`src/rtl/core/srs_pkg.sv`:
```
// ----------------------------------------------------------------------------
// srs_pkg: shared types and constants for the secant root step engine
// Q32.32 item layouts, configuration register indexes and sequencer states.
// ----------------------------------------------------------------------------
package srs_pkg;

  localparam int DATA_W  = 64;
  localparam int HALF_W  = DATA_W / 2;
  localparam int TOL_W   = DATA_W - 1;
  localparam int CNT_W   = $clog2(DATA_W);
  localparam int CFG_IDX_W = 2;

  // about 1e-6 in Q32.32
  localparam logic [TOL_W-1:0] TOL_RESET = TOL_W'(4295);

  typedef struct packed {
    logic signed [DATA_W-1:0] x_point;
    logic signed [DATA_W-1:0] f_value;
  } srs_in_t;

  typedef struct packed {
    logic signed [DATA_W-1:0] next_point;
    logic                     status;
    logic                     converged;
    logic signed [DATA_W-1:0] root;
  } srs_out_t;

  typedef enum logic [CFG_IDX_W-1:0] {
    CFG_START_A     = 2'd0,
    CFG_START_B     = 2'd1,
    CFG_F_TOLERANCE = 2'd2,
    CFG_SLOPE_FLOOR = 2'd3
  } cfg_idx_t;

  typedef enum logic [1:0] {
    PH_INIT = 2'd0,
    PH_RUN  = 2'd1,
    PH_DONE = 2'd2
  } phase_t;

  typedef enum logic [2:0] {
    S_IDLE,
    S_PREP,
    S_CALC,
    S_DONE
  } seq_state_t;

  typedef enum logic [1:0] {
    MD_IDLE,
    MD_MUL,
    MD_CHK,
    MD_DIV
  } md_state_t;

endpackage

```
`src/rtl/core/srs_muldiv.sv`:
```
// ----------------------------------------------------------------------------
// srs_muldiv: shared multiply then divide unit
// Forms a*b with one half-width multiplier over four partial products, then
// divides the double-width product by d one quotient bit a cycle. Saturates
// to all ones on a zero divisor or quotient overflow.
// ----------------------------------------------------------------------------
module srs_muldiv (
  input  logic                        clk,
  input  logic                        rst_n,
  input  logic                        start,
  input  logic [srs_pkg::DATA_W-1:0]  mul_a,
  input  logic [srs_pkg::DATA_W-1:0]  mul_b,
  input  logic [srs_pkg::DATA_W-1:0]  divisor,
  output logic                        done,
  output logic [srs_pkg::DATA_W-1:0]  quotient
);

  localparam int W = srs_pkg::DATA_W;
  localparam int H = srs_pkg::HALF_W;

  srs_pkg::md_state_t             state_r, state_nxt;
  logic [srs_pkg::CNT_W-1:0]      cnt_r, cnt_nxt;
  logic [W-1:0]                   a_r, a_nxt, b_r, b_nxt, d_r, d_nxt;
  logic [W-1:0]                   prod_r, prod_nxt;
  logic [1:0]                     sh_r, sh_nxt;
  logic [2*W-1:0]                 acc_r, acc_nxt;
  logic                           done_r, done_nxt;

  logic [H-1:0]   half_a, half_b;
  logic [2*W-1:0] addend;
  logic           carry, ge;
  logic [W-1:0]   trial, rem_n;

  always_ff @(posedge clk) begin
    if (!rst_n) begin
      state_r <= srs_pkg::MD_IDLE;
      cnt_r   <= '0;
      done_r  <= 1'b0;
    end else begin
      state_r <= state_nxt;
      cnt_r   <= cnt_nxt;
      done_r  <= done_nxt;
    end
  end

  always_ff @(posedge clk) begin
    a_r    <= a_nxt;
    b_r    <= b_nxt;
    d_r    <= d_nxt;
    prod_r <= prod_nxt;
    sh_r   <= sh_nxt;
    acc_r  <= acc_nxt;
  end

  always_comb begin
    state_nxt = state_r;
    cnt_nxt   = cnt_r;
    a_nxt     = a_r;
    b_nxt     = b_r;
    d_nxt     = d_r;
    prod_nxt  = prod_r;
    sh_nxt    = sh_r;
    acc_nxt   = acc_r;
    done_nxt  = 1'b0;

    half_a = cnt_r[1] ? a_r[W-1:H] : a_r[H-1:0];
    half_b = cnt_r[0] ? b_r[W-1:H] : b_r[H-1:0];
    addend = {{W{1'b0}}, prod_r} << (H * sh_r);

    carry = acc_r[2*W-1];
    trial = {acc_r[2*W-2:W], acc_r[W-1]};
    ge    = carry || (trial >= d_r);
    rem_n = ge ? (trial - d_r) : trial;

    unique case (state_r)
      srs_pkg::MD_IDLE: begin
        if (start) begin
          a_nxt     = mul_a;
          b_nxt     = mul_b;
          d_nxt     = divisor;
          acc_nxt   = '0;
          cnt_nxt   = '0;
          state_nxt = srs_pkg::MD_MUL;
        end
      end
      srs_pkg::MD_MUL: begin
        prod_nxt = W'(half_a) * W'(half_b);
        sh_nxt   = 2'(cnt_r[1]) + 2'(cnt_r[0]);
        if (cnt_r != '0) begin
          acc_nxt = acc_r + addend;
        end
        if (cnt_r[2]) begin
          cnt_nxt   = '0;
          state_nxt = srs_pkg::MD_CHK;
        end else begin
          cnt_nxt = cnt_r + 1'b1;
        end
      end
      srs_pkg::MD_CHK: begin
        if ((d_r == '0) || (acc_r[2*W-1:W] >= d_r)) begin
          acc_nxt[W-1:0] = '1;
          done_nxt       = 1'b1;
          state_nxt      = srs_pkg::MD_IDLE;
        end else begin
          state_nxt = srs_pkg::MD_DIV;
        end
      end
      srs_pkg::MD_DIV: begin
        acc_nxt = {rem_n, acc_r[W-2:0], ge};
        if (cnt_r == srs_pkg::CNT_W'(W - 1)) begin
          done_nxt  = 1'b1;
          state_nxt = srs_pkg::MD_IDLE;
        end
        cnt_nxt = cnt_r + 1'b1;
      end
      default: state_nxt = srs_pkg::MD_IDLE;
    endcase
  end

  assign done     = done_r;
  assign quotient = acc_r[W-1:0];

endmodule

```
`config.mk`:
```
export PLATFORM = sky130hd
export DESIGN_NAME = srs_muldiv
export DESIGN_NICKNAME = d
export VERILOG_FILES = /design/src/rtl/core/srs_pkg.sv /design/src/rtl/core/srs_muldiv.sv
export SDC_FILE = /design/constraint.sdc
export NUM_CORES = 2
export LEC_CHECK = 0
export ABC_AREA = 1
export ABC_CLOCK_PERIOD_IN_PS = 29300
export BUFFER_PORTS_ARGS = -buffer_cell sky130_fd_sc_hd__clkbuf_2
export CAP_MARGIN = 0
export CORE_MARGIN = 5
export CORE_UTILIZATION = 55
export CTS_BUF_LIST = sky130_fd_sc_hd__clkbuf_4
export CTS_CLUSTER_SIZE = 14
export DETAILED_ROUTE_END_ITERATION = 10
export MAX_ROUTING_LAYER = met4
export PLACE_DENSITY_LB_ADDON = 0.1
export SETUP_SLACK_MARGIN = 0.15
export SKIP_CTS_REPAIR_TIMING = 1
export SLEW_MARGIN = 20
export SYNTH_ARGS = -nofsm -noshare
export SYNTH_HDL_FRONTEND = slang
export SYNTH_SLANG_ARGS = --single-unit
```
`constraint.sdc`:
```
create_clock -name clk -period 29.3 [get_ports clk]
set_clock_uncertainty 0.15 [all_clocks]
set_input_delay 7.325 -clock clk [delete_from_list [all_inputs] [get_ports clk]]
set_output_delay 7.325 -clock clk [all_outputs]
set_load 0.1 [all_outputs]
```
# Word level (Yosys, flattened, before mapping)

Index checks and enable logic that the tools add are counted.

Bits of input ports: 195
Output and inout bits: 65
Register bits: 395
Logic and storage cells: 57

$add $sub $neg: 4
Magnitude comparators: 2
$mul: 1
Equal/unequal tests: 9
Shift-type cells: 1
Reduce and logical (&&, ||, !) cells: 11
Mux-type cells: 19

Operator list:

| cell                                                           | number |
|---|---|
| 128-bit 2-to-1 mux                                             | 2 |
| 64-bit one-hot mux with 4 select lines                         | 1 |
| 64-bit one-hot mux with 3 select lines                         | 1 |
| 128-bit adder                                                  | 1 |
| 64-bit greater-or-equal comparator                             | 2 |
| 64-bit 2-to-1 mux                                              | 2 |
| 64-bit by 7-bit << shifter with 128-bit output                 | 1 |
| 64-bit zero test                                               | 1 |
| 32-bit by 32-bit multiplier with 64-bit output                 | 1 |
| 32-bit 2-to-1 mux                                              | 2 |
| 64-bit subtractor                                              | 1 |
| 6-bit one-hot mux with 3 select lines                          | 1 |
| 6-bit 2-to-1 mux                                               | 2 |
| 2-bit != test (second input constant)                          | 5 |
| 3-bit AND reduction                                            | 3 |
| 2-bit 2-to-1 mux                                               | 4 |
| 2-bit one-hot mux with 4 select lines                          | 1 |
| 6-bit by 1-bit adder with 6-bit output (second input constant) | 1 |
| 6-bit equality test (second input constant)                    | 1 |
| 6-bit nonzero test                                             | 1 |
| 2-bit equality test (second input constant)                    | 2 |
| 2-bit AND reduction                                            | 2 |
| 3-bit nonzero test                                             | 1 |
| 1-bit by 1-bit adder with 2-bit output                         | 1 |
| 5 further kinds                                                | 7 |

# Logic depth before layout (Yosys ltp)

Word-level depth: 4
Depth in mapped cells: 36
Gate-level depth less buffers: 33

# Worst setup path after synthesis

No wires, ideal clock.

Kind: input-to-reg
Start: input port start
End: register a_r[0] (enable)
Library setup time: 0.748 ns
Path slack: 13.150 ns
Buffers on the path: 0
Stages on the path: 2
Required time: 28.402 ns
Data arrival time: 15.252 ns
Cell sequence: inv_1 > nor2_1

Longest elaborated chain between the ends: 1

Ends and longest elaborated chain:

| element                       | RTL line         | RTL |
|---|---|---|
| start: declaration            | srs_muldiv.sv:10 | `input logic start,` |
| 2-bit AND reduction (no line) | -                |  |
| end signal: assignment        | srs_muldiv.sv:47 | `a_r <= a_nxt;` |
| end: declaration              | srs_muldiv.sv:23 | `logic [W-1:0] a_r, a_nxt, b_r, b_nxt, d_r, d_nxt;` |

No other way between the ends.
A chain may end at the register's enable or synchronous reset.

# Worst setup path in the final report

Start: register acc_r[63]
End: output port quotient[63] in the netlist's numbering

RTL lines:

| element                  | RTL line         | RTL |
|---|---|---|
| start: declaration       | srs_muldiv.sv:26 | `logic [2*W-1:0] acc_r, acc_nxt;` |
| start signal: assignment | srs_muldiv.sv:52 | `acc_r <= acc_nxt;` |
| end: declaration         | srs_muldiv.sv:15 | `output logic [srs_pkg::DATA_W-1:0] quotient` |

No word-level cell between the ends.

==> results.md <==
- Antenna Nets Post-Route: 0
- Final min period: 9.88 ns
- Wire length of the first global-routing pass: 434000 µm
- Number of rows in the core area: 131
- Final weighted congestion of routability-driven global placement: 1.11
- Kind of critical path: reg2out
- Port bufs: 259
- Hold Crit Class: reg2reg
- Post-Synthesis Mean Instance Area: 7.06 µm²
- Register area share after synthesis: 16.7%
- Initial antenna violation count: 13
- Inserted Clock Buffers: 110
- Detail Placement HPWL: 248000 µm
- Detailed Route WL: 299000 µm
- Required time at the endpoint of the critical path: 21.83 ns
- Hold Path Depth: 2
- Number of levels in the clock H-tree: 3
- Share of final-layout standard cells stronger than drive strength 1: 6.96%
- Final Hold Viols: 0
- Kind of end point of the critical path: output pin
- Cell area after technology mapping: 0.0707 mm²
- Horiz. Die Dim: 369 µm
- Library cell used as clock root buffer: sky130_fd_sc_hd__clkbuf_4
- Die height: 369 µm
- Count of state elements after synthesis: 395
- Critical hold path startpoint: cnt_r[5]$_SDFFE_PN0P_
- Overall global routing resource usage: 44.8%
- Status: completed
- Worst stage delay on the critical path: 0.79 ns
- Count of buffer and inverter cells on the critical path: 1
- Reported max-cap violation count: 0
- List of cells traversed by the critical path: clkbuf_2
- WP depth: 1
- Via count of the first global-routing pass: 69300
- Maximum number of buffers from clock root to sink: 3
- Detailed-route DRC error count: 0
- Top Family by Delay on Critical Path: flip-flops
- Sort of element at the start of the critical path: flop
- 1st-pass router iterations: 9
- Number of slew-limit violations in the final report: 0
- Relative area change from synthesis to final layout: 5.75%
- Number of cell instances on the worst register-to-register path: 30
- Clock tree sinks: 395
- Launch point of the worst reg-to-reg path: cnt_r[0]$_SDFFE_PN0P_
- Maximum number of pins on one net before global-route repair: 173
- TritonCTS clock tree: done
- Critical path startpoint: acc_r[63]$_DFFE_PP_
- Net count of the finished layout: 11800
- Synthesis Warnings: 0
- Core area: 0.128 mm²
- Cell count after synthesis: 10000
- Number of ports placed on the die boundary: 260
- Initial core utilization: 55.4%
- Unrepaired setup endpoints after global routing: false
- Count of different cell masters after synthesis: 53
- Mapped Nets: 11600
- Number of vias per cell after detailed routing: 5.84
- Final total negative setup slack: 0 ns
- Worst-path clk slew: 0.07 ns
- Clock latency reported for the late side of the worst-skew pair: 1.14 ns
- Gr ovfl total: 0
- Fraction of the cycle the final worst path needs: 33.7%
- Die outline area: 0.136 mm²
- First-iteration detailed-routing DRC count: 8218
- Post-detailed-route wirelength per cell: 25.1 µm
- Worst-Margin Slew: 1.33 ns
- Slowest stage cell on the critical path: sky130_fd_sc_hd__edfxtp_1
- Highest achievable clock rate: 101 MHz
- Critical path arrival: 2.40 ns
- Worst relative slew slack: 10.5%
- Final setup vio count: 0
- Critical path peak fanout: 5
- Number of vias after detailed routing: 69500
## synth_stat cells, drive strengths merged
library cell	count	area [µm²]
a211oi	1	7.51
nand4	66	413
fa	898	18000
xor2	45	394
nor4	28	175
nand3	431	2220
a21o	17	128
edfxtp	386	11600
a211o	3	26.3
dfxtp	9	180
a221o	1	10.0
clkinv	20	75.1
or2	97	607
o211ai	1	7.51
nor3	52	282
a21boi	4	30.0
o21bai	41	308
ha	521	6520
xnor2	49	429
nor3b	1	7.51
and2	4	25.0
and3	1	6.26
clkbuf	183	687
a21oi	361	1810
o2111ai	2	17.5
buf	128	867
nand3b	63	473
o21ai	389	1970
nor2	1315	4960
nand2	2720	10200
a221oi	1	8.76
and3b	1	8.76
o21a	8	60.1
o221ai	1	8.76
nand2b	1	6.26
inv	2144	8050
a31oi	16	100
## layout by cell type, fill, tap and decap left out, types with 8 or more instances in the layout
| cell type | n |
|---|---|
| sky130_fd_sc_hd__fa_1 | 898 |
| sky130_fd_sc_hd__nor2_1 | 1304 |
| sky130_fd_sc_hd__o21bai_1 | 41 |
| sky130_fd_sc_hd__clkinv_1 | 41 |
| sky130_fd_sc_hd__xnor2_1 | 49 |
| sky130_fd_sc_hd__clkbuf_2 | 259 |
| sky130_fd_sc_hd__a21o_1 | 17 |
| sky130_fd_sc_hd__nor4_1 | 28 |
| sky130_fd_sc_hd__ha_1 | 521 |
| sky130_fd_sc_hd__o21ai_2 | 49 |
| sky130_fd_sc_hd__o21a_1 | 8 |
| sky130_fd_sc_hd__o21ai_1 | 22 |
| sky130_fd_sc_hd__edfxtp_1 | 386 |
| sky130_fd_sc_hd__diode_2 | 22 |
| sky130_fd_sc_hd__a31oi_1 | 16 |
| sky130_fd_sc_hd__buf_4 | 81 |
| sky130_fd_sc_hd__nand4_1 | 66 |
| sky130_fd_sc_hd__nand2_2 | 10 |
| sky130_fd_sc_hd__nor3_1 | 48 |
| sky130_fd_sc_hd__nand3_1 | 419 |
| sky130_fd_sc_hd__a21oi_1 | 359 |
| sky130_fd_sc_hd__xor2_1 | 45 |
| sky130_fd_sc_hd__nand3b_1 | 63 |
| sky130_fd_sc_hd__nand3_2 | 11 |
| sky130_fd_sc_hd__inv_1 | 2123 |
| sky130_fd_sc_hd__clkbuf_4 | 156 |
| sky130_fd_sc_hd__nand2_1 | 2710 |
| sky130_fd_sc_hd__inv_2 | 21 |
| sky130_fd_sc_hd__or2_2 | 92 |
| sky130_fd_sc_hd__o21ai_0 | 318 |
## flip-flops by register name (all words and copies together), names as in the netlist
| name | count |
|---|---|
| a_r | 64 |
| acc_r | 128 |
| b_r | 64 |
| cnt_r | 6 |
| d_r | 64 |
| done | 1 |
| prod_r | 64 |
| sh_r | 2 |
| state_r | 2 |
## layer usage
metal  vias up  track usage [%]  wire length [µm]
met5         -                -                 0
met4         0             34.9             31100
met3      1458             8.80             30000
met2      4425             68.9            132000
met1     32900             51.6            106000
li1      30700                -                 -
## final timing paths
path                                              end  slack (ns)
worst min register to register  cnt_r[5]$_SDFFE_PN0P_        0.40
worst min-delay path            cnt_r[5]$_SDFFE_PN0P_        0.40
worst max-delay path                     quotient[63]       19.42
worst max register to register   prod_r[57]$_DFFE_PP_       19.44
## area by class of cell
| class | count | area [µm²] |
|---|---|---|
| inverters | 2164 | 8120 |
| repair buffers | 342 | 1940 |
| fillers | 12100 | 52900 |
| clock buffers | 156 | 1170 |
| flip-flops and latches | 395 | 11800 |
| well taps | 1662 | 2080 |
| clock inverters | 31 | 171 |
| multi-input cells | 7139 | 49400 |
| diodes | 22 | 55.1 |
## worst register-to-register path: cells and delay by family, from the launching register on
family / cells / cell delay (ns)
AO/OA/AOI/OAI: 1 / 0.06
XOR/XNOR: 1 / 0.06
adder cells (fa/ha/maj): 9 / 4.71
flip-flops: 1 / 0.32
buffers and inverters: 10 / 2.44
AND/OR/NAND/NOR: 9 / 1.87
## logic make-up after synthesis
family | synth area share, %
buffers and inverters | 13.7
adders and majority gates | 34.7
DFF | 16.7
xor gates and xnor gates | 1.16
and+or+nand+nor | 27.5
AOI/OAI and AO/OA | 6.36
## metrics by stage
stage	setup slack (ns)	utilization (%)	cells	area [µm²]	hold slack (ns)
after floorplan	13.15	-	10000	70700	0.322
final	19.42	58.5	11900	74800	0.400
after detailed placement	19.61	57.4	11700	73400	0.370
after global routing	19.07	58.5	11900	74700	0.432
after global placement	19.82	57.4	11700	73400	0.339
after CTS	19.45	58.5	11900	74700	0.395
Power is not shown: default switching activity piles up to over one toggle a cycle in this logic, so the estimate is an artifact.
